File: src/design/lcd_csm_pkg.sv
// Shared types and constants for the 14-segment LCD character segment mapper.
// Holds the command codes, the glyph table and the digit bit-position map.
// No dependencies.
`default_nettype none

package lcd_csm_pkg;

   localparam int COMMONS       = 4;
   localparam int WORD_BITS     = 32;
   localparam int MASK_BITS     = 16;
   localparam int POS_BITS      = 5;
   localparam logic [2:0] LAST_POSITION = 3'd5;

   typedef enum logic [1:0] {
      CMD_CLEAR = 2'd0,
      CMD_CHAR  = 2'd1,
      CMD_RAW   = 2'd2
   } command_type;

   typedef logic [COMMONS-1:0][WORD_BITS-1:0] seg_ram_type;

   // One resolved update, passed from the decoder to the placement logic.
   typedef struct packed {
      logic                 clear_all;
      logic                 write;
      logic                 digit_clear;
      logic [2:0]           position;
      logic [MASK_BITS-1:0] mask;
   } seg_update_type;

   // The four bit positions a digit occupies inside every common word.
   typedef struct packed {
      logic [POS_BITS-1:0] p1;
      logic [POS_BITS-1:0] p2;
      logic [POS_BITS-1:0] p3;
      logic [POS_BITS-1:0] p4;
   } digit_pos_type;

   function automatic digit_pos_type digit_positions(input logic [2:0] position);
      digit_pos_type result;
      unique case (position)
         3'd0:    result = '{p1: 5'd0,  p2: 5'd1,  p3: 5'd29, p4: 5'd28};
         3'd1:    result = '{p1: 5'd2,  p2: 5'd7,  p3: 5'd27, p4: 5'd26};
         3'd2:    result = '{p1: 5'd8,  p2: 5'd9,  p3: 5'd25, p4: 5'd24};
         3'd3:    result = '{p1: 5'd10, p2: 5'd11, p3: 5'd21, p4: 5'd20};
         3'd4:    result = '{p1: 5'd12, p2: 5'd13, p3: 5'd19, p4: 5'd18};
         3'd5:    result = '{p1: 5'd14, p2: 5'd15, p3: 5'd16, p4: 5'd17};
         default: result = '0;
      endcase
      return result;
   endfunction

   // Glyph table: segment mask for each ASCII code. Codes without a glyph are zero.
   function automatic logic [MASK_BITS-1:0] glyph_lookup(input logic [6:0] code);
      logic [MASK_BITS-1:0] glyph;
      unique case (code)
         7'h2A:   glyph = 16'h3FC0;
         7'h2B:   glyph = 16'h1540;
         7'h2D:   glyph = 16'h0440;
         7'h2E:   glyph = 16'h4000;
         7'h2F:   glyph = 16'h2200;
         7'h30:   glyph = 16'h003F;
         7'h31:   glyph = 16'h0006;
         7'h32:   glyph = 16'h045B;
         7'h33:   glyph = 16'h044F;
         7'h34:   glyph = 16'h0466;
         7'h35:   glyph = 16'h046D;
         7'h36:   glyph = 16'h047D;
         7'h37:   glyph = 16'h2201;
         7'h38:   glyph = 16'h047F;
         7'h39:   glyph = 16'h046F;
         7'h3A:   glyph = 16'h8000;
         7'h41:   glyph = 16'h0477;
         7'h42:   glyph = 16'h047C;
         7'h43:   glyph = 16'h0039;
         7'h44:   glyph = 16'h045E;
         7'h45:   glyph = 16'h0479;
         7'h46:   glyph = 16'h0471;
         7'h47:   glyph = 16'h043D;
         7'h48:   glyph = 16'h0476;
         7'h49:   glyph = 16'h1109;
         7'h4A:   glyph = 16'h001E;
         7'h4B:   glyph = 16'h1B00;
         7'h4C:   glyph = 16'h0038;
         7'h4D:   glyph = 16'h02B6;
         7'h4E:   glyph = 16'h08B6;
         7'h4F:   glyph = 16'h003F;
         7'h50:   glyph = 16'h0473;
         7'h51:   glyph = 16'h0467;
         7'h52:   glyph = 16'h0C73;
         7'h53:   glyph = 16'h046D;
         7'h54:   glyph = 16'h1101;
         7'h55:   glyph = 16'h003E;
         7'h56:   glyph = 16'h0886;
         7'h57:   glyph = 16'h2836;
         7'h58:   glyph = 16'h2A80;
         7'h59:   glyph = 16'h1280;
         7'h5A:   glyph = 16'h2209;
         7'h5C:   glyph = 16'h0880;
         7'h5F:   glyph = 16'h0008;
         default: glyph = 16'h0000;
      endcase
      return glyph;
   endfunction

endpackage

`default_nettype wire

File: src/design/lcd_csm_decode.sv
// Command decoder: turns one registered request into a resolved segment update.
// Depends on lcd_csm_pkg for the command codes and the glyph table.
`default_nettype none

module lcd_csm_decode
   import lcd_csm_pkg::*;
#(
   parameter int GLYPH_ENTRIES = 96
) (
   input  wire logic [1:0]           command,
   input  wire logic [2:0]           position,
   input  wire logic [7:0]           symbol,
   input  wire logic [MASK_BITS-1:0] mask,
   input  wire logic                 digit_clear,
   output seg_update_type            update
);

   logic position_ok;
   logic symbol_ok;

   assign position_ok = (position <= LAST_POSITION);
   assign symbol_ok   = ({1'b0, symbol} < 9'(GLYPH_ENTRIES));

   always_comb begin
      update             = '0;
      update.digit_clear = digit_clear;
      update.position    = position;
      unique case (command)
         CMD_CLEAR: begin
            update.clear_all = 1'b1;
         end
         CMD_CHAR: begin
            update.write = position_ok && symbol_ok;
            update.mask  = glyph_lookup(symbol[6:0]);
         end
         CMD_RAW: begin
            update.write = position_ok;
            update.mask  = mask;
         end
         default: begin
            update.write = 1'b0;
         end
      endcase
   end

endmodule

`default_nettype wire

File: src/design/lcd_csm_place.sv
// Segment placement: applies one resolved update to the four common words.
// Depends on lcd_csm_pkg for the update struct and the digit position map.
`default_nettype none

module lcd_csm_place
   import lcd_csm_pkg::*;
(
   input  wire seg_update_type update,
   input  wire seg_ram_type    ram_now,
   output seg_ram_type         ram_next
);

   function automatic logic [WORD_BITS-1:0] place_bit(input logic b,
                                                      input logic [POS_BITS-1:0] p);
      return WORD_BITS'(b) << p;
   endfunction

   digit_pos_type        pos;
   logic [WORD_BITS-1:0] digit_bits;
   logic [MASK_BITS-1:0] m;
   seg_ram_type          base;
   seg_ram_type          bits;

   assign pos = digit_positions(update.position);
   assign m   = update.mask;

   assign digit_bits = place_bit(1'b1, pos.p1) | place_bit(1'b1, pos.p2)
                     | place_bit(1'b1, pos.p3) | place_bit(1'b1, pos.p4);

   // Each common carries four of the sixteen segments of the digit.
   assign bits[0] = place_bit(m[1],  pos.p4) | place_bit(m[4],  pos.p1)
                  | place_bit(m[6],  pos.p3) | place_bit(m[10], pos.p2);
   assign bits[1] = place_bit(m[0],  pos.p4) | place_bit(m[2],  pos.p2)
                  | place_bit(m[3],  pos.p1) | place_bit(m[5],  pos.p3);
   assign bits[2] = place_bit(m[9],  pos.p4) | place_bit(m[12], pos.p1)
                  | place_bit(m[13], pos.p3) | place_bit(m[15], pos.p2);
   assign bits[3] = place_bit(m[7],  pos.p3) | place_bit(m[8],  pos.p4)
                  | place_bit(m[11], pos.p1) | place_bit(m[14], pos.p2);

   always_comb begin
      for (int c = 0; c < COMMONS; c++) begin
         base[c] = update.digit_clear ? (ram_now[c] & ~digit_bits) : ram_now[c];
      end
      priority if (update.clear_all) begin
         ram_next = '0;
      end else if (update.write) begin
         for (int c = 0; c < COMMONS; c++) begin
            ram_next[c] = base[c] | bits[c];
         end
      end else begin
         ram_next = ram_now;
      end
   end

endmodule

`default_nettype wire

File: src/design/lcd_char_segment_mapper.sv
// Top level of the 14-segment LCD character segment mapper.
// Depends on lcd_csm_pkg, lcd_csm_decode and lcd_csm_place.
//
// The block keeps the segment RAM of a six-digit 14-segment LCD: one 32-bit
// word for each of four commons. Each request transfer on the req_ channel
// carries a command (clear all, write an ASCII character, write a raw mask),
// a digit position, a symbol, a mask and a digit-clear flag. Each request
// produces exactly one response transfer on the rsp_ channel carrying all
// four common words as they stand after that request.
//
// A request is registered at its transfer. Once it is held and the response slot
// is free, the glyph lookup, bounds checks and read-modify-write of the four words
// happen in one pass of logic and load the segment RAM register, which doubles as
// the response register. rsp_valid thus rises after the input register and the RAM
// register, and the block sustains one item per clock as long as the receiver does
// not stall; the single pass through the RAM update sets that figure.
//
// While rsp_stall is high with a response waiting, the RAM holds still so the
// response stays stable; one more request may be taken into the input
// register, after which req_stall is raised. Reset clears the segment RAM to
// zeros and empties both registers.
`default_nettype none

module lcd_char_segment_mapper
   import lcd_csm_pkg::*;
#(
   parameter int GLYPH_ENTRIES = 96
) (
   input  wire logic        clock,
   input  wire logic        reset,

   input  wire logic        req_valid,
   output logic             req_stall,
   input  wire logic [1:0]  req_command,
   input  wire logic [2:0]  req_position,
   input  wire logic [7:0]  req_symbol,
   input  wire logic [15:0] req_mask,
   input  wire logic        req_digit_clear,

   output logic             rsp_valid,
   input  wire logic        rsp_stall,
   output logic [31:0]      rsp_com0_word,
   output logic [31:0]      rsp_com1_word,
   output logic [31:0]      rsp_com2_word,
   output logic [31:0]      rsp_com3_word
);

   // Input register.
   logic        hold_valid_ff, hold_valid_in;
   logic [1:0]  command_ff;
   logic [2:0]  position_ff;
   logic [7:0]  symbol_ff;
   logic [15:0] mask_ff;
   logic        digit_clear_ff;

   // Segment RAM, also serving as the response register.
   seg_ram_type ram_ff, ram_in;
   logic        rsp_valid_ff, rsp_valid_in;

   seg_update_type update;
   seg_ram_type    ram_next;
   logic           advance;
   logic           req_take;

   // The held request moves into the RAM whenever the response slot is free
   // or is being emptied in this cycle.
   assign advance   = hold_valid_ff && (!rsp_valid_ff || !rsp_stall);
   assign req_stall = hold_valid_ff && !advance;
   assign req_take  = req_valid && !req_stall;

   lcd_csm_decode #(
      .GLYPH_ENTRIES(GLYPH_ENTRIES)
   ) u_decode (
      .command     (command_ff),
      .position    (position_ff),
      .symbol      (symbol_ff),
      .mask        (mask_ff),
      .digit_clear (digit_clear_ff),
      .update      (update)
   );

   lcd_csm_place u_place (
      .update   (update),
      .ram_now  (ram_ff),
      .ram_next (ram_next)
   );

   always_comb begin
      hold_valid_in = req_take || (hold_valid_ff && !advance);
      ram_in        = advance ? ram_next : ram_ff;
      if (advance) begin
         rsp_valid_in = 1'b1;
      end else if (!rsp_stall) begin
         rsp_valid_in = 1'b0;
      end else begin
         rsp_valid_in = rsp_valid_ff;
      end
   end

   always_ff @(posedge clock) begin
      if (reset) begin
         hold_valid_ff <= 1'b0;
         rsp_valid_ff  <= 1'b0;
         ram_ff        <= '0;
      end else begin
         hold_valid_ff <= hold_valid_in;
         rsp_valid_ff  <= rsp_valid_in;
         ram_ff        <= ram_in;
      end
   end

   // Request payload needs no reset; it is only used while hold_valid_ff is set.
   always_ff @(posedge clock) begin
      if (req_take) begin
         command_ff     <= req_command;
         position_ff    <= req_position;
         symbol_ff      <= req_symbol;
         mask_ff        <= req_mask;
         digit_clear_ff <= req_digit_clear;
      end
   end

   assign rsp_valid     = rsp_valid_ff;
   assign rsp_com0_word = ram_ff[0];
   assign rsp_com1_word = ram_ff[1];
   assign rsp_com2_word = ram_ff[2];
   assign rsp_com3_word = ram_ff[3];

endmodule

`default_nettype wire
File: config.mk
export PLATFORM = sky130hd
export DESIGN_NAME = lcd_char_segment_mapper
export DESIGN_NICKNAME = d
export VERILOG_FILES = /design/src/design/lcd_csm_pkg.sv /design/src/design/lcd_csm_decode.sv /design/src/design/lcd_csm_place.sv /design/src/design/lcd_char_segment_mapper.sv
export SDC_FILE = /design/constraint.sdc
export NUM_CORES = 1
export LEC_CHECK = 0
export BUFFER_PORTS_ARGS = -buffer_cell sky130_fd_sc_hd__buf_2
export CORE_MARGIN = 8
export CORE_UTILIZATION = 50
export CTS_BUF_LIST = sky130_fd_sc_hd__clkbuf_16
export CTS_CLUSTER_DIAMETER = 40
export DETAILED_ROUTE_END_ITERATION = 10
export HOLD_SLACK_MARGIN = 0.12
export PLACE_DENSITY = 0.81
export REMOVE_ABC_BUFFERS = 1
export SLEW_MARGIN = 20
export SYNTH_ARGS = -nofsm -noshare
export SYNTH_HDL_FRONTEND = slang
export SYNTH_SLANG_ARGS = --single-unit
File: constraint.sdc
create_clock -name clock -period 6.2 [get_ports clock]
set_input_delay 0.31 -clock clock [delete_from_list [all_inputs] [get_ports clock]]
set_output_delay 0.31 -clock clock [all_outputs]
set_load 0.005 [all_outputs]
==> results of run 1 <==
worst register-to-register path, cell delays in order, from the launching register on:
cell and delay, ns:
edfxtp_1 0.39, inv_1 0.09, ha_1 0.50, a31o_2 0.26
nand4_1 0.49, nor3_2 1.04, a22oi_1 0.19, nor2_1 0.14
registers in the layout, indices dropped and copies added, names as in the netlist, 2 cells and up, named ones only:
register	flops
position_ff	3
mask_ff	16
rsp_com2_word	32
rsp_com3_word	32
command_ff	2
symbol_ff	8
rsp_com0_word	32
rsp_com1_word	32
cell usage after synthesis, types with 7 or more instances:
| master | number | area, um2 |
|---|---|---|
| ha_1 | 11 | 138 |
| and2_1 | 35 | 219 |
| nor3_1 | 7 | 35.0 |
| buf_2 | 13 | 65.1 |
| dfxtp_1 | 146 | 2920 |
| edfxtp_1 | 30 | 901 |
| a21oi_1 | 23 | 115 |
| nand2b_1 | 10 | 62.6 |
| nand2_1 | 38 | 143 |
| inv_1 | 9 | 33.8 |
| nand3_1 | 8 | 40.0 |
| nor2b_1 | 23 | 144 |
| a21o_1 | 9 | 67.6 |
| clkbuf_1 | 38 | 143 |
| o21ai_0 | 19 | 95.1 |
| a22oi_1 | 106 | 796 |
| nor2_1 | 116 | 435 |
logic make-up after synthesis:
group	after synthesis	share of synthesized area, %
buf+inv	62	3.58
simple gates	260	17.7
compound gates	211	21.6
flops	176	54.1
mux	7	1.03
fa+ha+maj	11	1.95
power breakdown:
part	total (mW)	internal, mW	leakage, nW	switching [mW]
Combinational	0.200	0.0735	1.99	0.127
Clock	1.08	0.607	0.290	0.477
Sequential	1.20	1.18	1.47	0.0153
Total	2.48	1.86	3.75	0.619
final timing paths:
check / start / to / slack [ns] / cells past startpoint
hold / removal: req_symbol[3] / symbol_ff[3] / 0.18 / 1
setup / recovery: command_ff[1] / rsp_com3_word[11] / 3.02 / 7
setup reg to reg: command_ff[1] / rsp_com3_word[11] / 3.02 / 7
hold reg to reg: rsp_com0_word[16] / rsp_com0_word[16] / 0.45 / 2
final cells by class:
cell class	count	area (um2)
Inverter	9	33.8
Multi-Input combinational cell	489	3010
Clock buffer	17	425
Sequential cell	176	3820
Clock inverter	15	171
Tap cell	180	225
Fill cell	1074	5000
Timing Repair Buffer	197	1140
metrics by stage:
step	util, %	cell area (um2)	worst slack (ns)
floorplan	-	6850	3.07
global placement	57.4	7930	3.18
detailed placement	57.4	7940	3.11
CTS	63.8	8820	3.04
global route	63.8	8830	2.80
finish	63.8	8830	3.02
layer usage:
layer,share of wire (%),wire [um],up-vias,global-route usage [%]
met5,0,0,-,0
met4,2.3,466,0,9.48
met1,41,8420,2984,27.7
met3,9.3,1900,41,5.42
li1,-,-,2962,-
met2,47,9620,348,35.0
cell usage in the layout (no fill, tap or decap), types with 4 or more instances in the layout:
cell	instances
nor3_1	7
and2_1	35
dfxtp_1	146
mux2i_1	5
buf_2	163
a211oi_1	5
a22oi_1	106
inv_1	9
nand2b_1	10
dlygate4sd3_1	28
o211ai_1	5
nand4_1	4
a21o_1	9
o21ai_0	19
nor2_1	116
nand3_1	8
buf_4	6
a21oi_1	23
o221ai_1	4
clkbuf_16	17
a31oi_1	4
a32oi_1	4
inv_6	5
o22ai_1	4
nor2b_1	22
edfxtp_1	30
a31o_2	5
ha_1	11
or4_1	4
nand2_1	38
what timing repair did:
item	in CTS	in global routing
hold buffers	28	0
endpoints found under the hold margin	28	0
setup endpoints to repair	0	0
==> summary.md, run 1 <==
| Metric | Value |
|---|---|
| Post-DP HPWL | 14.2 mm |
| Avg Cell Area, Syn | between 9 and 10 um2 |
| Layout Cells excl Fill | approximately 1100 |
| Largest net degree at the start of global routing | 59 |
| Maximum root-to-sink buffer count | 2 |
| Critical path's top delay family | simple AND/OR/NAND/NOR gates |
| Synth unique cells | 59 |
| Postcts setup bufs | 0 |
| Hold/Removal Path Class | in2reg |
| Post-route setup TNS | 0 ns |
| Crit path max fanout | 17 |
| Cell Chain, Critical Path | inv_1, ha_1, a31o_2, nand4_1, nor3_2, a22oi_1, nor2_1 |
| Core ar. | 13800 um2 |
| Crit path DAT | 3.53 ns |
| Chip width | 135 um |
| H-tree depth | 4 |
| Initial core utilization | approximately half |
| Via count | 6335 |
| Type of the worst setup path | reg2reg |
| DRC errors left | 0 |
| Worst-path clk slew | 0.07 ns |
| Ys Warns | 0 |
| RSZ-0062 raised after global routing | false |
| Io pins | 164 |
| Mapped Cells | 727 |
| Slew Limit Fails | 0 |
| CTS Sinks | ~180 |
| TritonCTS clock tree | yes |
| First-pass GRT wire length | 31.8 mm |
| Pre-Repair DR Iteration Count | 6 |
| Area growth, synth to finish | 24.9% |
| IO buf count | 163 |
| Via density | 5.85 |
| Initial DRC Count | approximately 770 |
| VDD IR max | 0.178 mV |
| Std cell rows | 43 |
| Routed WL | 20.4 mm |
| Nets | just over 900 |
| Startpoint class of the critical path | register |
| Total track usage | between 20% and 30% |
| Fin. Hold Viols | 0 |
| Hold Slack | around 0.18 ns |
| Layout cell share with drive strength beyond 1 | a little under a quarter |
| Quantity of gates resized following cts | 0 |
| Post-route clock skew | 0.0103 ns |
| Vias in the first global route | 5906 |
| Total gr overflow | 0 |
| Design Power | 2.48 mW |
| CTS root buffer | clkbuf_16 |
| Max-slew headroom | 29.2% |
| Post-Syn Area | 7070 um2 |
| Crit. End Element | register |
| # placed instances | 1023 |
| Seq/Total Area, Yosys | approximately 54% |
| Final setup fails | 0 |
| DR WL/cell | 18.8 um |
| Pin slew with the least headroom to its limit | between 1 and 1.5 ns |
| Synth async-reset ratio | 0% |
| Worst path bufs/invs | 1 |
| Pwr per Cell Area | 281 nW/um2 |
| Post-route ant nets | 0 |
| GPL Wtd Cong | 0.952 |
| Slowest CP cell | nor3_2 |
| Num CTS Buffers | 17 |
| Die ar. | around 18000 um2 |
| Clock insertion delay at the later pin of the skew report | 0.43 ns |
| Worst endpoint required time | about 6.6 ns |
| Post-synth EDFFs | 30 |
| Die height | 135 um |
| Achievable Freq | 315 MHz |
| Status | finished, final reports clean |
| Initial antenna violation count | 0 |
| Fin crit share | 51.2% |
| Post-layout min period | 3.18 ns |
| Main synth FF type | dfxtp_1 |
| Crit path largest cell delay | around 1.0 ns |
| Diodes inserted | 0 |
| Synth Register Bits | between 150 and 200 |
| Leak pwr | around 3.8 nW |
| MaxCap Viol Count | 0 |
Power figures use the tool's default switching activity.
==> run 2: changes to the inputs <==
clock period = 3 ns   (was 6.2 ns; I/O delays follow)
==> run 2 against run 1 <==
Compared with the run above:
- maximum frequency grew 17%
- combinational power grew 120%
- routed wire length grew 6.2%
- sequential power grew 110%
- first-iteration DRC count shrank 21%
- via count grew 3.0%
- critical path type unchanged
- largest cell class unchanged
==> summary.md, run 2 (same netlist as run 1, synthesis figures left out) <==
| Metric | Value |
|---|---|
| CTS Sinks | 176 (unchanged) |
| Slew Limit Fails | 0 (unchanged) |
| Max-slew headroom | 50.5% (+21 points) |
| Diodes inserted | 0 (unchanged) |
| Initial antenna violation count | 0 (unchanged) |
| Chip width | 135 um (unchanged) |
| Total track usage | 23.4% (+1.5 points) |
| Crit. End Element | register |
| RSZ-0062 raised after global routing | false |
| Type of the worst setup path | reg2reg |
| Pre-CTS setup slack | 0.432 ns (-2.68 ns) |
| Commonest non-fill, non-tap cell in the layout | buf_2 |
| Fin crit share | 90.2% (+39 points) |
| Final setup fails | 0 (unchanged) |
| Maximum root-to-sink buffer count | 2 (unchanged) |
| Crit-path most repeated cell | inv_1 |
| Io pins | 164 (unchanged) |
| Core Util, Final | 65.3% (+1.5 points) |
| Initial DRC Count | 607 (-21%) |
| Pre-Repair DR Iteration Count | 6 (unchanged) |
| First-pass GRT wire length | 34.0 mm (+6.9%) |
| Worst-path clk slew | 0.07 ns (about the same) |
| Cell Chain, Critical Path | nand3_2, inv_1, o211ai_1, inv_1, ha_1, nand2_1, o32ai_1, a22o_1, a41o_1 |
| Hold Path Depth | 2 (+1) |
| Pin slew with the least headroom to its limit | 0.741 ns (-0.315 ns) |
| Post-DP HPWL | 15.0 mm (+5.4%) |
| Hold wc startpoint | reset |
| Slowest CP cell | dfxtp_1 |
| Layout cell share with drive strength beyond 1 | 25.6% (+1.7 points) |
| Post-route clock skew | 0.0103 ns (-0.00000590 ns) |
| R2R Setup Slk | 0.29 ns (-2.73 ns) |
| MaxCap Viol Count | 0 (unchanged) |
| Startpoint class of the critical path | register |
| Nets | 962 (+2.9%) |
| Via count | 6523 (+3.0%) |
| Routed WL | 21.7 mm (+6.2%) |
| Via density | 5.88 (+0.46%) |
| Design Power | 5.15 mW (+110%) |
| CTS root buffer | clkbuf_16 |
| Clock network power share | 43.3% (-0.3 points) |
| Worst setup margin | 0.294 ns (-2.73 ns) |
| Vias in the first global route | 6312 (+6.9%) |
| Post-layout min period | 2.71 ns (-0.471 ns) |
| Sequential power share | 48.1% (-0.2 points) |
| Pwr per Cell Area | 571 nW/um2 (+100%) |
| DR WL/cell | 19.5 um (+3.6%) |
| R2R depth | 9 (+2) |
| Area growth, synth to finish | 27.8% |
| Post-route setup TNS | 0 ns (unchanged) |
| Launch point of the worst reg-to-reg path | rsp_valid |
| Die ar. | 18200 um2 (unchanged) |
| GPL Wtd Cong | 0.939 (-1.4%) |
| Postcts setup bufs | 0 (unchanged) |
| Logic gate share of total power | 8.6% (+0.5 points) |
| DRC errors left | 0 (unchanged) |
| Core ar. | 13800 um2 (unchanged) |
| TritonCTS clock tree | yes |
| Fin. Hold Viols | 0 (unchanged) |
| Total gr overflow | 0 (unchanged) |
| Initial core utilization | 51.1% (unchanged) |
| Layout Cells excl Fill | 1110 (+2.5%) |
| IO buf count | 163 (unchanged) |
| Hold path endpoint | rsp_com2_word[28] |
| Largest net degree at the start of global routing | 33 (-44%) |
| Crit path max fanout | 11 (-6) |
| Crit path largest cell delay | 0.49 ns (-0.55 ns) |
| Std cell rows | 43 (unchanged) |
| Status | finished, final reports clean |
| Hold Slack | 0.189 ns (+0.0141 ns) |
| Net Sw Frac | 24.3% (-0.68 points) |
| Leak pwr | 3.89 nW (+3.7%) |
| Critical path's top delay family | compound AO/OA/AOI/OAI gates |
| Net switching power figure | 1.25 mW (+100%) |
| Worst path bufs/invs | 2 (+1) |
| Achievable Freq | 370 MHz (+17%) |
| Post-Layout Inst Area | 9030 um2 (+2.3%) |
| Worst endpoint required time | 3.37 ns (-3.18 ns) |
| P_int | 3.90 mW (+110%) |
| Placed instance area | 8120 um2 (+2.3%) |
| Commonest cells after routing, fill and taps aside | buf_2 (163), dfxtp_1 (146), nor2_1 (116) |
| Final-layout fill cell count | 1061 (-1.2%) |
| Post-route ant nets | 0 (unchanged) |
| H-tree depth | 4 (unchanged) |
| Die height | 135 um (unchanged) |
| Num CTS Buffers | 17 (unchanged) |
| Crit path DAT | 3.08 ns (-0.45 ns) |
| # placed instances | 1047 (+2.3%) |
| Clock insertion delay at the later pin of the skew report | 0.43 ns (about the same) |
| Hold/Removal Path Class | in2reg |
| VDD IR max | 0.372 mV (+110%) |
==> run 2: how the worst max path moves through the flow <==
stage	end	cells past startpoint	startpoint	slack, ns
after floorplan	register	10	rsp_valid	-0.13
after global placement	register	9	rsp_valid	0.53
after detailed placement	register	9	rsp_valid	0.43
after CTS	register	9	rsp_valid	0.39
after global routing	register	9	rsp_valid	0.11
final	register	9	rsp_valid	0.29
==> run 2: layout make-up <==
class	instances	area (um2)	share of cell area, %
flip-flops and latches	176	3820	42.3
multi-input cells	489	3000	33.2
repair buffers	224	1350	15.0
clock buffers	18	450	4.99
well taps	180	225	2.49
clock inverters	14	151	1.68
inverters	9	33.8	0.374
==> run 2: timing repair <==
action	4_1_cts	5_1_grt
setup endpoints to repair	0	0
resized for setup	0	0
hold endpoints to repair	31	0
hold buffers	31	0
==> run 2: power by group through the flow <==
stage	clock, mW	combinational (mW)	sequential, mW
4_1_cts	2.24	0.432	2.48
3_5_place_dp	0	0.397	2.53
5_1_grt	2.35	0.480	2.48
3_3_place_gp	0	0.403	2.53
6_report	2.23	0.445	2.48
2_1_floorplan	0	0.234	2.52
==> run 2: routing by layer <==
metal	global-route usage [%]	part of all wire, %
met4	11.4	3.3
met5	0	0
met2	37.7	47
met1	29.0	40
met3	5.31	9.5
==> run 2: worst register-to-register path: cells and delay by family, from the launching register on <==
kind / cells / cell delay, ns
flip-flops: 1 / 0.49
AO/OA/AOI/OAI: 4 / 0.79
adder cells (fa/ha/maj): 1 / 0.41
buffers and inverters: 2 / 0.58
AND/OR/NAND/NOR: 2 / 0.38
